==> config.mk <==
export PLATFORM = sky130hd
export DESIGN_NAME = segment_access_check_unit_flat
export DESIGN_NICKNAME = d
export VERILOG_FILES = /design/src/rtl/sac_pkg.sv /design/src/rtl/sac_if.sv /design/src/rtl/sac_check.sv /design/src/rtl/segment_access_check_unit.sv /design/src/flat_wrapper.sv
export SDC_FILE = /design/constraint.sdc
export NUM_CORES = 1
export LEC_CHECK = 0
export BUFFER_PORTS_ARGS = -buffer_cell sky130_fd_sc_hd__buf_4
export CORE_MARGIN = 2
export CORE_UTILIZATION = 50
export DETAILED_ROUTE_END_ITERATION = 7
export HOLD_SLACK_MARGIN = 0.15
export PLACE_DENSITY = 0.7
export SYNTH_ARGS = -nofsm -noshare
export SYNTH_HDL_FRONTEND = slang
export SYNTH_HIERARCHICAL = 1
export SYNTH_SLANG_ARGS = --single-unit
==> constraint.sdc <==
create_clock -name clk -period 13.6 [get_ports clk]
set_input_delay 0 -clock clk [delete_from_list [all_inputs] [get_ports clk]]
set_output_delay 0 -clock clk [all_outputs]
set_load 0.02 [all_outputs]
==> src/rtl/sac_pkg.sv <==
// Package for the segment access check unit: codes, constants and types.
// No dependencies; used by the interfaces, the check logic and the top level.
`timescale 1ns / 1ps
`default_nettype none

package sac_pkg;

	localparam int OP_W     = 2;
	localparam int OFFSET_W = 32;
	localparam int LEN_W    = 10;
	localparam int REASON_W = 3;
	localparam int TYPE_W   = 4;
	localparam int LIMIT_W  = 32;
	localparam int CFG_IDX_W  = 3;
	localparam int CFG_DATA_W = 32;

	localparam logic [OP_W-1:0] OP_READ  = 2'd0;
	localparam logic [OP_W-1:0] OP_WRITE = 2'd1;
	localparam logic [OP_W-1:0] OP_EXEC  = 2'd2;

	localparam logic [REASON_W-1:0] RSN_NONE        = 3'd0;
	localparam logic [REASON_W-1:0] RSN_NOT_VALID   = 3'd1;
	localparam logic [REASON_W-1:0] RSN_NOT_PRESENT = 3'd2;
	localparam logic [REASON_W-1:0] RSN_TYPE        = 3'd3;
	localparam logic [REASON_W-1:0] RSN_LIMIT       = 3'd4;

	localparam logic [CFG_IDX_W-1:0] REG_SEG_VALID   = 3'd0;
	localparam logic [CFG_IDX_W-1:0] REG_SEG_PRESENT = 3'd1;
	localparam logic [CFG_IDX_W-1:0] REG_SEG_TYPE    = 3'd2;
	localparam logic [CFG_IDX_W-1:0] REG_SEG_LIMIT   = 3'd3;
	localparam logic [CFG_IDX_W-1:0] REG_BIG_FLAG    = 3'd4;

	localparam logic [LIMIT_W-1:0] UPPER_BIG      = 32'hffff_ffff;
	localparam logic [LIMIT_W-1:0] UPPER_SMALL    = 32'h0000_ffff;
	localparam logic [LIMIT_W-1:0] MARK_MIN_LIMIT = 32'd31;

	typedef struct packed {
		logic               seg_valid;
		logic               seg_present;
		logic [TYPE_W-1:0]  seg_type;
		logic [LIMIT_W-1:0] seg_limit;
		logic               big_flag;
	} desc_t;

	typedef struct packed {
		logic [OP_W-1:0]     op;
		logic [OFFSET_W-1:0] offset;
		logic [LEN_W-1:0]    access_length;
	} item_t;

	typedef struct packed {
		logic read_mark;
		logic write_mark;
	} marks_t;

	typedef struct packed {
		logic                ok;
		logic [REASON_W-1:0] fault_reason;
		logic                read_ok_mark;
		logic                write_ok_mark;
	} result_t;

endpackage

`default_nettype wire

==> src/rtl/sac_if.sv <==
// Valid/ready channel interfaces for the segment access check unit.
// Depends on sac_pkg for field widths.
`timescale 1ns / 1ps
`default_nettype none

interface sac_req_if;
	import sac_pkg::*;

	logic                valid;
	logic                ready;
	logic [OP_W-1:0]     op;
	logic [OFFSET_W-1:0] offset;
	logic [LEN_W-1:0]    access_length;

	modport source (output valid, op, offset, access_length, input ready);
	modport sink (input valid, op, offset, access_length, output ready);
endinterface

interface sac_rsp_if;
	import sac_pkg::*;

	logic                valid;
	logic                ready;
	logic                ok;
	logic [REASON_W-1:0] fault_reason;
	logic                read_ok_mark;
	logic                write_ok_mark;

	modport source (output valid, ok, fault_reason, read_ok_mark, write_ok_mark, input ready);
	modport sink (input valid, ok, fault_reason, read_ok_mark, write_ok_mark, output ready);
endinterface

`default_nettype wire

==> src/rtl/sac_check.sv <==
// Combinational check of one access against the cached descriptor.
// Gives the result word and the next sticky marks. Depends on sac_pkg.
`timescale 1ns / 1ps
`default_nettype none

module sac_check (
	input  sac_pkg::desc_t   desc,
	input  sac_pkg::item_t   item,
	input  sac_pkg::marks_t  marks,
	output sac_pkg::result_t result,
	output sac_pkg::marks_t  marks_next
);
	import sac_pkg::*;

	logic [LEN_W-1:0]   n_short;
	logic [LIMIT_W-1:0] n;
	logic [LIMIT_W-1:0] upper;
	logic               down;
	logic               code_xo;
	logic               wr_allowed;
	logic               normal_fits;
	logic               down_fits;
	logic               fits;
	logic [REASON_W-1:0] reason;

	// zero length counts as one byte
	assign n_short = (item.access_length == '0) ? '0 : item.access_length - LEN_W'(1);
	assign n       = LIMIT_W'(n_short);

	// types 4..7 expand down; 8, 9, 12, 13 are execute-only code
	assign down       = (desc.seg_type[3:2] == 2'b01);
	assign code_xo    = desc.seg_type[3] & ~desc.seg_type[1];
	assign wr_allowed = ~desc.seg_type[3] & desc.seg_type[1];

	assign upper = desc.big_flag ? UPPER_BIG : UPPER_SMALL;

	assign normal_fits = (n <= desc.seg_limit) && (item.offset <= desc.seg_limit - n);
	assign down_fits   = (item.offset > desc.seg_limit) && (item.offset <= upper)
		&& (upper - item.offset >= n);
	assign fits = down ? down_fits : normal_fits;

	always_comb begin
		reason     = RSN_NONE;
		marks_next = marks;
		priority if (!desc.seg_valid) begin
			reason = RSN_NOT_VALID;
		end else if (!desc.seg_present) begin
			reason = RSN_NOT_PRESENT;
		end else if (item.op != OP_READ && item.op != OP_WRITE && item.op != OP_EXEC) begin
			reason = RSN_TYPE;
		end else if (item.op == OP_WRITE && !wr_allowed) begin
			reason = RSN_TYPE;
		end else if (item.op == OP_READ && code_xo) begin
			reason = RSN_TYPE;
		end else if (!fits) begin
			reason = RSN_LIMIT;
		end else if (!down && desc.seg_limit >= MARK_MIN_LIMIT) begin
			if (item.op == OP_WRITE) begin
				marks_next.read_mark  = 1'b1;
				marks_next.write_mark = 1'b1;
			end else if (item.op == OP_READ || !code_xo) begin
				marks_next.read_mark = 1'b1;
			end
		end
	end

	assign result.ok            = (reason == RSN_NONE);
	assign result.fault_reason  = reason;
	assign result.read_ok_mark  = marks_next.read_mark;
	assign result.write_ok_mark = marks_next.write_mark;

endmodule

`default_nettype wire

==> src/rtl/segment_access_check_unit.sv <==
// Segment access check unit: top level with descriptor registers and pipeline.
// Depends on sac_pkg, sac_if and sac_check.
//
// Usage:
//  - The descriptor (valid, present, type, limit, big) is loaded through the
//    write port cfg_we / cfg_index / cfg_data; index is the register number.
//    Any write to a listed register also clears the read and write marks.
//    Write it only while no word is in flight.
//  - req carries one access per word (op, offset, access_length); rsp returns
//    one result word per access (ok, fault_reason and the marks after it).
//  - An access taken on req passes through the input register, then the
//    result register, whose output drives rsp.
//  - Throughput: one access per cycle while rsp does not stall; the check is a
//    single pass of limit compares between the two registers.
//  - When rsp stalls, the result register holds and the input register still
//    takes one more word; req.ready drops only once both are full.
//  - Reset clears the descriptor, the marks and both valid flags.
`timescale 1ns / 1ps
`default_nettype none

module segment_access_check_unit (
	input  wire                                clk,
	input  wire                                arst_n,
	input  wire                                cfg_we,
	input  wire [sac_pkg::CFG_IDX_W-1:0]       cfg_index,
	input  wire [sac_pkg::CFG_DATA_W-1:0]      cfg_data,
	sac_req_if.sink                            req,
	sac_rsp_if.source                          rsp
);
	import sac_pkg::*;

	desc_t   desc_q;
	marks_t  marks_q;
	marks_t  marks_next;
	item_t   item_s1;
	logic    valid_s1;
	result_t result;
	result_t result_s2;
	logic    valid_s2;
	logic    advance;
	logic    take;

	// the result register frees up when empty or being drained
	assign advance   = ~valid_s2 | rsp.ready;
	assign req.ready = ~valid_s1 | advance;
	assign take      = req.valid & req.ready;

	sac_check u_sac_check (
		.desc       (desc_q),
		.item       (item_s1),
		.marks      (marks_q),
		.result     (result),
		.marks_next (marks_next)
	);

	always_ff @(posedge clk or negedge arst_n) begin
		if (!arst_n) begin
			desc_q   <= '0;
			marks_q  <= '0;
			valid_s1 <= 1'b0;
			valid_s2 <= 1'b0;
		end else begin
			if (req.ready) begin
				valid_s1 <= req.valid;
			end
			if (advance) begin
				valid_s2 <= valid_s1;
			end
			if (cfg_we) begin
				unique case (cfg_index)
					REG_SEG_VALID: begin
						desc_q.seg_valid <= cfg_data[0];
						marks_q          <= '0;
					end
					REG_SEG_PRESENT: begin
						desc_q.seg_present <= cfg_data[0];
						marks_q            <= '0;
					end
					REG_SEG_TYPE: begin
						desc_q.seg_type <= cfg_data[TYPE_W-1:0];
						marks_q         <= '0;
					end
					REG_SEG_LIMIT: begin
						desc_q.seg_limit <= cfg_data[LIMIT_W-1:0];
						marks_q          <= '0;
					end
					REG_BIG_FLAG: begin
						desc_q.big_flag <= cfg_data[0];
						marks_q         <= '0;
					end
					default: begin
						// unlisted index: ignore
					end
				endcase
			end else if (advance && valid_s1) begin
				marks_q <= marks_next;
			end
		end
	end

	always_ff @(posedge clk) begin
		if (take) begin
			item_s1.op            <= req.op;
			item_s1.offset        <= req.offset;
			item_s1.access_length <= req.access_length;
		end
		if (advance && valid_s1) begin
			result_s2 <= result;
		end
	end

	assign rsp.valid         = valid_s2;
	assign rsp.ok            = result_s2.ok;
	assign rsp.fault_reason  = result_s2.fault_reason;
	assign rsp.read_ok_mark  = result_s2.read_ok_mark;
	assign rsp.write_ok_mark = result_s2.write_ok_mark;

endmodule

`default_nettype wire

==> src/flat_wrapper.sv <==
// flat-port wrapper written by rule: the top's interface ports become plain ports
module segment_access_check_unit_flat import sac_pkg::*;
  (clk, arst_n, cfg_we, cfg_index, cfg_data, req_valid, req_op, req_offset, req_access_length, req_ready, rsp_valid, rsp_ok, rsp_fault_reason, rsp_read_ok_mark, rsp_write_ok_mark, rsp_ready);
  sac_req_if req_i ();
  sac_rsp_if rsp_i ();
  input  wire clk;
  input  wire arst_n;
  input  wire cfg_we;
  input  wire [sac_pkg::CFG_IDX_W-1:0] cfg_index;
  input  wire [sac_pkg::CFG_DATA_W-1:0] cfg_data;
  input wire logic [$bits(req_i.valid)-1:0] req_valid;
  input wire logic [$bits(req_i.op)-1:0] req_op;
  input wire logic [$bits(req_i.offset)-1:0] req_offset;
  input wire logic [$bits(req_i.access_length)-1:0] req_access_length;
  output wire logic [$bits(req_i.ready)-1:0] req_ready;
  output wire logic [$bits(rsp_i.valid)-1:0] rsp_valid;
  output wire logic [$bits(rsp_i.ok)-1:0] rsp_ok;
  output wire logic [$bits(rsp_i.fault_reason)-1:0] rsp_fault_reason;
  output wire logic [$bits(rsp_i.read_ok_mark)-1:0] rsp_read_ok_mark;
  output wire logic [$bits(rsp_i.write_ok_mark)-1:0] rsp_write_ok_mark;
  input wire logic [$bits(rsp_i.ready)-1:0] rsp_ready;
  assign req_i.valid = req_valid;
  assign req_i.op = req_op;
  assign req_i.offset = req_offset;
  assign req_i.access_length = req_access_length;
  assign req_ready = req_i.ready;
  assign rsp_valid = rsp_i.valid;
  assign rsp_ok = rsp_i.ok;
  assign rsp_fault_reason = rsp_i.fault_reason;
  assign rsp_read_ok_mark = rsp_i.read_ok_mark;
  assign rsp_write_ok_mark = rsp_i.write_ok_mark;
  assign rsp_i.ready = rsp_ready;
  segment_access_check_unit u_core (.clk(clk), .arst_n(arst_n), .cfg_we(cfg_we), .cfg_index(cfg_index), .cfg_data(cfg_data), .req(req_i), .rsp(rsp_i));
endmodule
==> qor.yml, run 1 <==
num_vias: 6341
path_cells: "nor4_1 -> nand4b_1 -> nand2b_1 -> ha_1 -> nor2b_1 -> o21ai_0 -> a21oi_1 -> o21ai_0 -> a21oi_1 -> o21bai_1 -> nand3_1 -> xnor2_1 -> ha_1 -> nand4_1 -> or4_1 -> a21oi_1 -> nor3_1 -> o22ai_1 -> o211ai_2 -> o211ai_2 -> o21bai_1 -> mux2_2"
clock_path_buffers: 2
grt_overflow: 0
leakage_nw: 4.269
start_util_pct: 50.78
peakVddDrop_mv: 0.08459
cp_max_fo: 12
multi_input_area_sq_um: 4398
power_frac_seq_pct: 34.6
nets: 1091
cap_violations: 0
dp_hpwl_um: 14410
finalSetupViolations: 0
post-route-min-period_ps: 6347
grt_pass1_vias: 6358
cts_resized: 0
grt_start_max_net_pins: 45
p_sw_share_pct: 37.64
syn_to_final_growth_pct: 26.68
grt_usage_pct: 25.05
cts_tree: "done"
setup_ws_ps: 7253
path_clk_slew_ps: 70
n_fill_cell: 1134
tightest_slew_ps: 1131
via_per_inst: 5.807
cts_max_level: 3
netSwitchingPower_w: 0.0004168
synth_nets: 917
critPathLaunchType: "flip-flop"
max_freq_ghz: 0.1576
cp_common_cell: "a21oi_1"
numPortBuffers: 91
first_pass_iters: 5
drv_slew: 0
pwr-share-comb_pct: 43.6
setup_tns_ps: 0
die_x_um: 125.0
routed_wl_um: 19460
fin_skew_ps: 8.666
holdBufCountCts: 84
pwr-share-clk_pct: 21.8
die_h_um: 125.0
cts_made_buffers: 9
power_density_nw_per_um2: 119.3
seqCellArea_sq_um: 2552
max_stage_delay_ps: 770
slew_headroom_pct: 24.61
critical_path_required_ps: 13830
yosys_warnings: 6
syn-instance-count: 729
min_period_over_period_pct: 46.67
critPathKind: "reg2reg"
endpoint_kind: "flip-flop"
worstHoldPathType: "in2async"
syn-cell-area_sq_um: 7325
place_ws_ps: 7509
drc: 0
hold_violations: 0
wl_per_cell_um: 17.82
clk_latency_ps: 350
synth.avg_cell_area_sq_um: 10.05
status: "completed"
numClockSinks: 92
drt_iter0_drc: 343
worst_path_max_delay_cell: "o21bai_1"
antenna_cells: 0
dieArea_sq_um: 15630
intPower_w: 0.0006906
rsz0062_at_grt: "false"
drive_gt1_share_pct: 17.62
critPathArrivalTime_ps: 6570
postCtsSetupBuffers: 0
antenna_found_initial: 0
grt_pass1_wl_um: 31620
cts_root_buf: "clkbuf_16"
row_count: 44
gp_congestion: 0.9093
io_pins: 92
core_area_sq_um: 14420
drtAntennaViolNets: 0
## through the flow
stage	cells	utilization (%)	hold slack, ps	total power, W	instance area [sq um]
after floorplan	729	-	-295.6	0.0007101	7325
after global placement	992	56.55	23.50	0.0008236	8157
after detailed placement	992	56.55	42.28	0.0008385	8157
after CTS	1092	64.33	199.5	0.001103	9279
after global routing	1092	64.33	249.3	0.001185	9279
final	1092	64.33	195.7	0.001107	9279
## worst paths after layout
check,startpoint,end,slack [ps],cells past startpoint
worst max-delay path,u_core/item_s1[7],u_core/marks_q[1],7250,22
max in group asynchronous,arst_n,u_core/valid_s1,13000,2
worst min-delay path,arst_n,u_core/desc_q[18],200,2
worst min register to register,u_core/desc_q[34],u_core/desc_q[34],530,1
min in group clk,req_access_length[7],u_core/item_s1[7],360,2
worst max register to register,u_core/item_s1[7],u_core/marks_q[1],7250,22
## critical path: cells and delay by family (launching register included)
family          cells  cell delay [ps]
compound gates     10             2500
xor+xnor            1              170
fa+ha+maj           2              580
flops               1              430
mux                 1              280
simple gates        8             2250
## registers in the layout, summed over array words and instances (netlist names)
| register | cells |
|---|---|
| u_core/item_s1 | 44 |
| u_core/desc_q | 38 |
| u_core/rsp.fault_reason | 3 |
| u_core/marks_q | 2 |
| u_core/rsp.ok | 1 |
| u_core/rsp.read_ok_mark | 1 |
| u_core/rsp.valid | 1 |
| u_core/rsp.write_ok_mark | 1 |
| u_core/valid_s1 | 1 |
## layout make-up
| class | instances | area share, % |
|---|---|---|
| clock buffer | 10 | 2.468 |
| tap | 184 | 2.481 |
| sequential | 92 | 27.51 |
| inverter | 78 | 3.155 |
| clock inverter | 6 | 0.5663 |
| timing repair buffer | 175 | 16.42 |
| multi-input combinational | 547 | 47.40 |
## power by group through the flow
stage	combinational [W]	sequential, W	clock, W
after floorplan	0.000338	0.000372	0
after global placement	0.000436	0.000388	0
after detailed placement	0.000451	0.000388	0
after CTS	0.000473	0.000382	0.000247
after global routing	0.000537	0.000389	0.000258
final	0.000483	0.000383	0.000242
## placed cells by master (no fill, tap or decap), types with 20 or more instances in the layout
| cell type | n |
|---|---|
| nor3_1 | 20 |
| buf_4 | 91 |
| o21ai_0 | 24 |
| inv_1 | 78 |
| nand3_1 | 30 |
| ha_1 | 102 |
| nor2_1 | 25 |
| edfxtp_1 | 50 |
| xnor2_1 | 28 |
| nand2_1 | 41 |
| dlygate4sd3_1 | 84 |
| nand4_1 | 26 |
| dfrtp_1 | 42 |
| a21oi_1 | 45 |
| mux2_4 | 30 |
## per-layer routing
metal | global-route usage [%] | up-vias | wire, um
met2 | 42.30 | 211 | 9401
li1 | - | 3061 | -
met3 | 4.536 | 37 | 982
met4 | 8.431 | 0 | 448
met5 | 0 | - | 0
met1 | 32.58 | 3032 | 8632
Note: power is estimated with default switching activity, not from simulation.
==> run 2, diff against run 1 <==
PLACE_DENSITY = 0.73   (was 0.7)
clock period = 5.3 ns   (was 13.6 ns; I/O delays follow)
==> run 2 against run 1 <==
Effect of this change: clock-buffer cell count rose by 3; global-route usage increased by 0.33 points; sequential share of layout area fell by 0.93 points; critical path type unchanged.
==> qor.yml, run 2 (synthesis gave the netlist of run 1 again) <==
status: "completed"
row_count: 44  # unchanged
power_density_nw_per_um2: 308.2  # +160%
netSwitchingPower_w: 0.001063  # +160%
start_util_pct: 50.78  # unchanged
cts_root_buf: "clkbuf_16"
numPortBuffers: 91  # unchanged
largest_reg_flops: 44  # unchanged
numClockSinks: 92  # unchanged
n_fill_cell: 1117  # -1.5%
cap_violations: 0  # unchanged
tightest_slew_ps: 1115  # -15.99 ps
place_ws_ps: -44.71  # -7553 ps
slew_headroom_pct: 25.67  # +1.1 points
grt_pass1_vias: 6425  # +1.1%
wl_per_cell_um: 18.05  # +1.2%
drive_gt1_share_pct: 21.85  # +4.2 points
layout_common_cells: "110 x buf_4, 99 x ha_1, 84 x dlygate4sd3_1"
drv_slew: 0  # unchanged
antenna_found_initial: 0  # unchanged
grt_overflow: 0  # unchanged
post-route-min-period_ps: 5113  # -1234 ps
clock_path_buffers: 2  # unchanged
fin_skew_ps: 5.586  # -3.080 ps
cp_max_fo: 8  # -4
stdcell_count: 1113  # +1.9%
cts_max_level: 3  # unchanged
pwr-share-comb_pct: 44.2  # +0.6 points
critPathLaunchType: "flip-flop"
first_pass_iters: 5  # unchanged
num_vias: 6400  # +0.93%
setup_ws_ps: 187.2  # -7066 ps
critPathKind: "reg2reg"
max_freq_ghz: 0.1956  # +24%
cts_made_buffers: 9  # unchanged
fin_area_sq_um: 9603  # +3.5%
path_clk_slew_ps: 60  # about the same
dieArea_sq_um: 15630  # unchanged
antenna_cells: 0  # unchanged
syn_to_final_growth_pct: 31.11
critical_path_required_ps: 5540  # -8290 ps
finalSetupViolations: 0  # unchanged
worstHoldPathType: "in2async"
min_period_over_period_pct: 96.47  # +50 points
p_sw_share_pct: 35.92  # -1.7 points
core_area_sq_um: 14420  # unchanged
dp_hpwl_um: 14500  # +0.61%
routed_wl_um: 20090  # +3.2%
critPathArrivalTime_ps: 5350  # -1220 ps
via_per_inst: 5.750  # -0.97%
holdWs_ps: 195.6  # -0.1120 ps
pwr-share-clk_pct: 22.7  # +0.9 points
largest_register: "u_core/item_s1"
intPower_w: 0.001896  # +170%
cts_tree: "done"
die_h_um: 125.0  # unchanged
final_core_util_pct: 66.58  # +2.2 points
hold_violations: 0  # unchanged
grt_pass1_wl_um: 31960  # +1.1%
die_x_um: 125.0  # unchanged
placedInstanceArea_sq_um: 8217  # +0.74%
power_frac_seq_pct: 33.1  # -1.5 points
drc: 0  # unchanged
drtAntennaViolNets: 0  # unchanged
grt_usage_pct: 25.38  # +0.33 points
gp_congestion: 0.9198  # +1.2%
grt_start_max_net_pins: 45  # unchanged
drt_iter0_drc: 395  # +15%
endpoint_kind: "flip-flop"
leakage_nw: 4.393  # +2.9%
peakVddDrop_mv: 0.2055  # +140%
rrSetupSlack_ps: 190  # -7070 ps
nets: 1112  # +1.9%
place_inst: 1000  # +0.81%
io_pins: 92  # unchanged
final_common_cell: "buf_4"
clk_latency_ps: 350  # about the same
-- run 2: changes by cell type in the layout (fill, tap and decap cells not counted), moves of 3 or more --
cell / before / now
o21ai_1: 2 / 5
clkbuf_1: 1 / 4
nor3_2: 0 / 5
o21ai_0: 24 / 21
nor4_1: 13 / 9
nor3_1: 20 / 15
buf_4: 91 / 110
ha_1: 102 / 99
inv_6: 3 / 0
nand2_2: 0 / 3
nand2_1: 41 / 38
-- run 2: path summary, 6_finish.rpt --
check / from / endpoint / depth (start not counted)
max in group asynchronous: arst_n / u_core/desc_q[38] / 2
setup / recovery: u_core/item_s1[3] / u_core/marks_q[1] / 23
hold reg to reg: u_core/desc_q[35] / u_core/desc_q[35] / 1
hold / removal: arst_n / u_core/desc_q[12] / 2
min in group clk: req_access_length[5] / u_core/item_s1[5] / 2
setup reg to reg: u_core/item_s1[3] / u_core/marks_q[1] / 23
-- run 2: power groups by stage --
stage	Sequential, W	Clock [W]	Combinational, W
2_1_floorplan	0.000954	0	0.000868
3_3_place_gp	0.000984	0	0.00115
3_5_place_dp	0.000985	0	0.00119
4_1_cts	0.000972	0.000683	0.00125
5_1_grt	0.000994	0.000713	0.00145
6_report	0.000980	0.000670	0.00131
-- run 2: what timing repair did --
| item | CTS | global route |
|---|---|---|
| endpoints found under the setup margin | 2 | 6 |
| resized for setup | 1 | 32 |
| buffers inserted | 0 | 13 |
| hold buffers | 84 | 0 |
| endpoints found under the hold margin | 128 | 0 |
| pin swaps | 0 | 13 |
-- run 2: cell type report --
class	instances	area (sq um)	area share [%]
inverter	78	292.8	3.049
tap	184	230.2	2.397
multi-input combinational	547	4534	47.22
sequential	92	2552	26.58
clock inverter	3	63.81	0.6645
timing repair buffer	196	1689	17.59
clock buffer	13	240.2	2.502
-- run 2: worst max-delay path, cell delays in order (launching register included) --
cell and delay, ps:
edfxtp_1 430, nor3_2 280, and3_4 250, nand2_1 70, xnor2_1 200, nand2_2 120
ha_4 250, a21o_1 190, a21o_1 200, a21oi_2 160, buf_4 200, and4b_1 330
nand4_1 140, xnor2_1 150, ha_1 310, nand4_1 180, nor4_2 310, buf_4 150
o21ai_0 100, o22ai_2 220, o211ai_2 120, o211ai_2 230, o21bai_1 130, mux2_2 270
-- run 2: stage by stage --
step	setup TNS, ps	total power (W)
final	0	0.002959
after global routing	-407.5	0.003161
after CTS	0	0.002903
after detailed placement	-89.08	0.002172
after global placement	0	0.002130
after floorplan	0	0.001822
-- run 2: layer usage --
layer | share of wire [%] | GRT usage [%] | vias to the layer above
li1 | - | - | 3094
met1 | 44 | 33.59 | 3092
met4 | 1.7 | 6.732 | 0
met3 | 4.5 | 3.509 | 32
met2 | 50 | 43.89 | 182
met5 | 0 | 0 | -
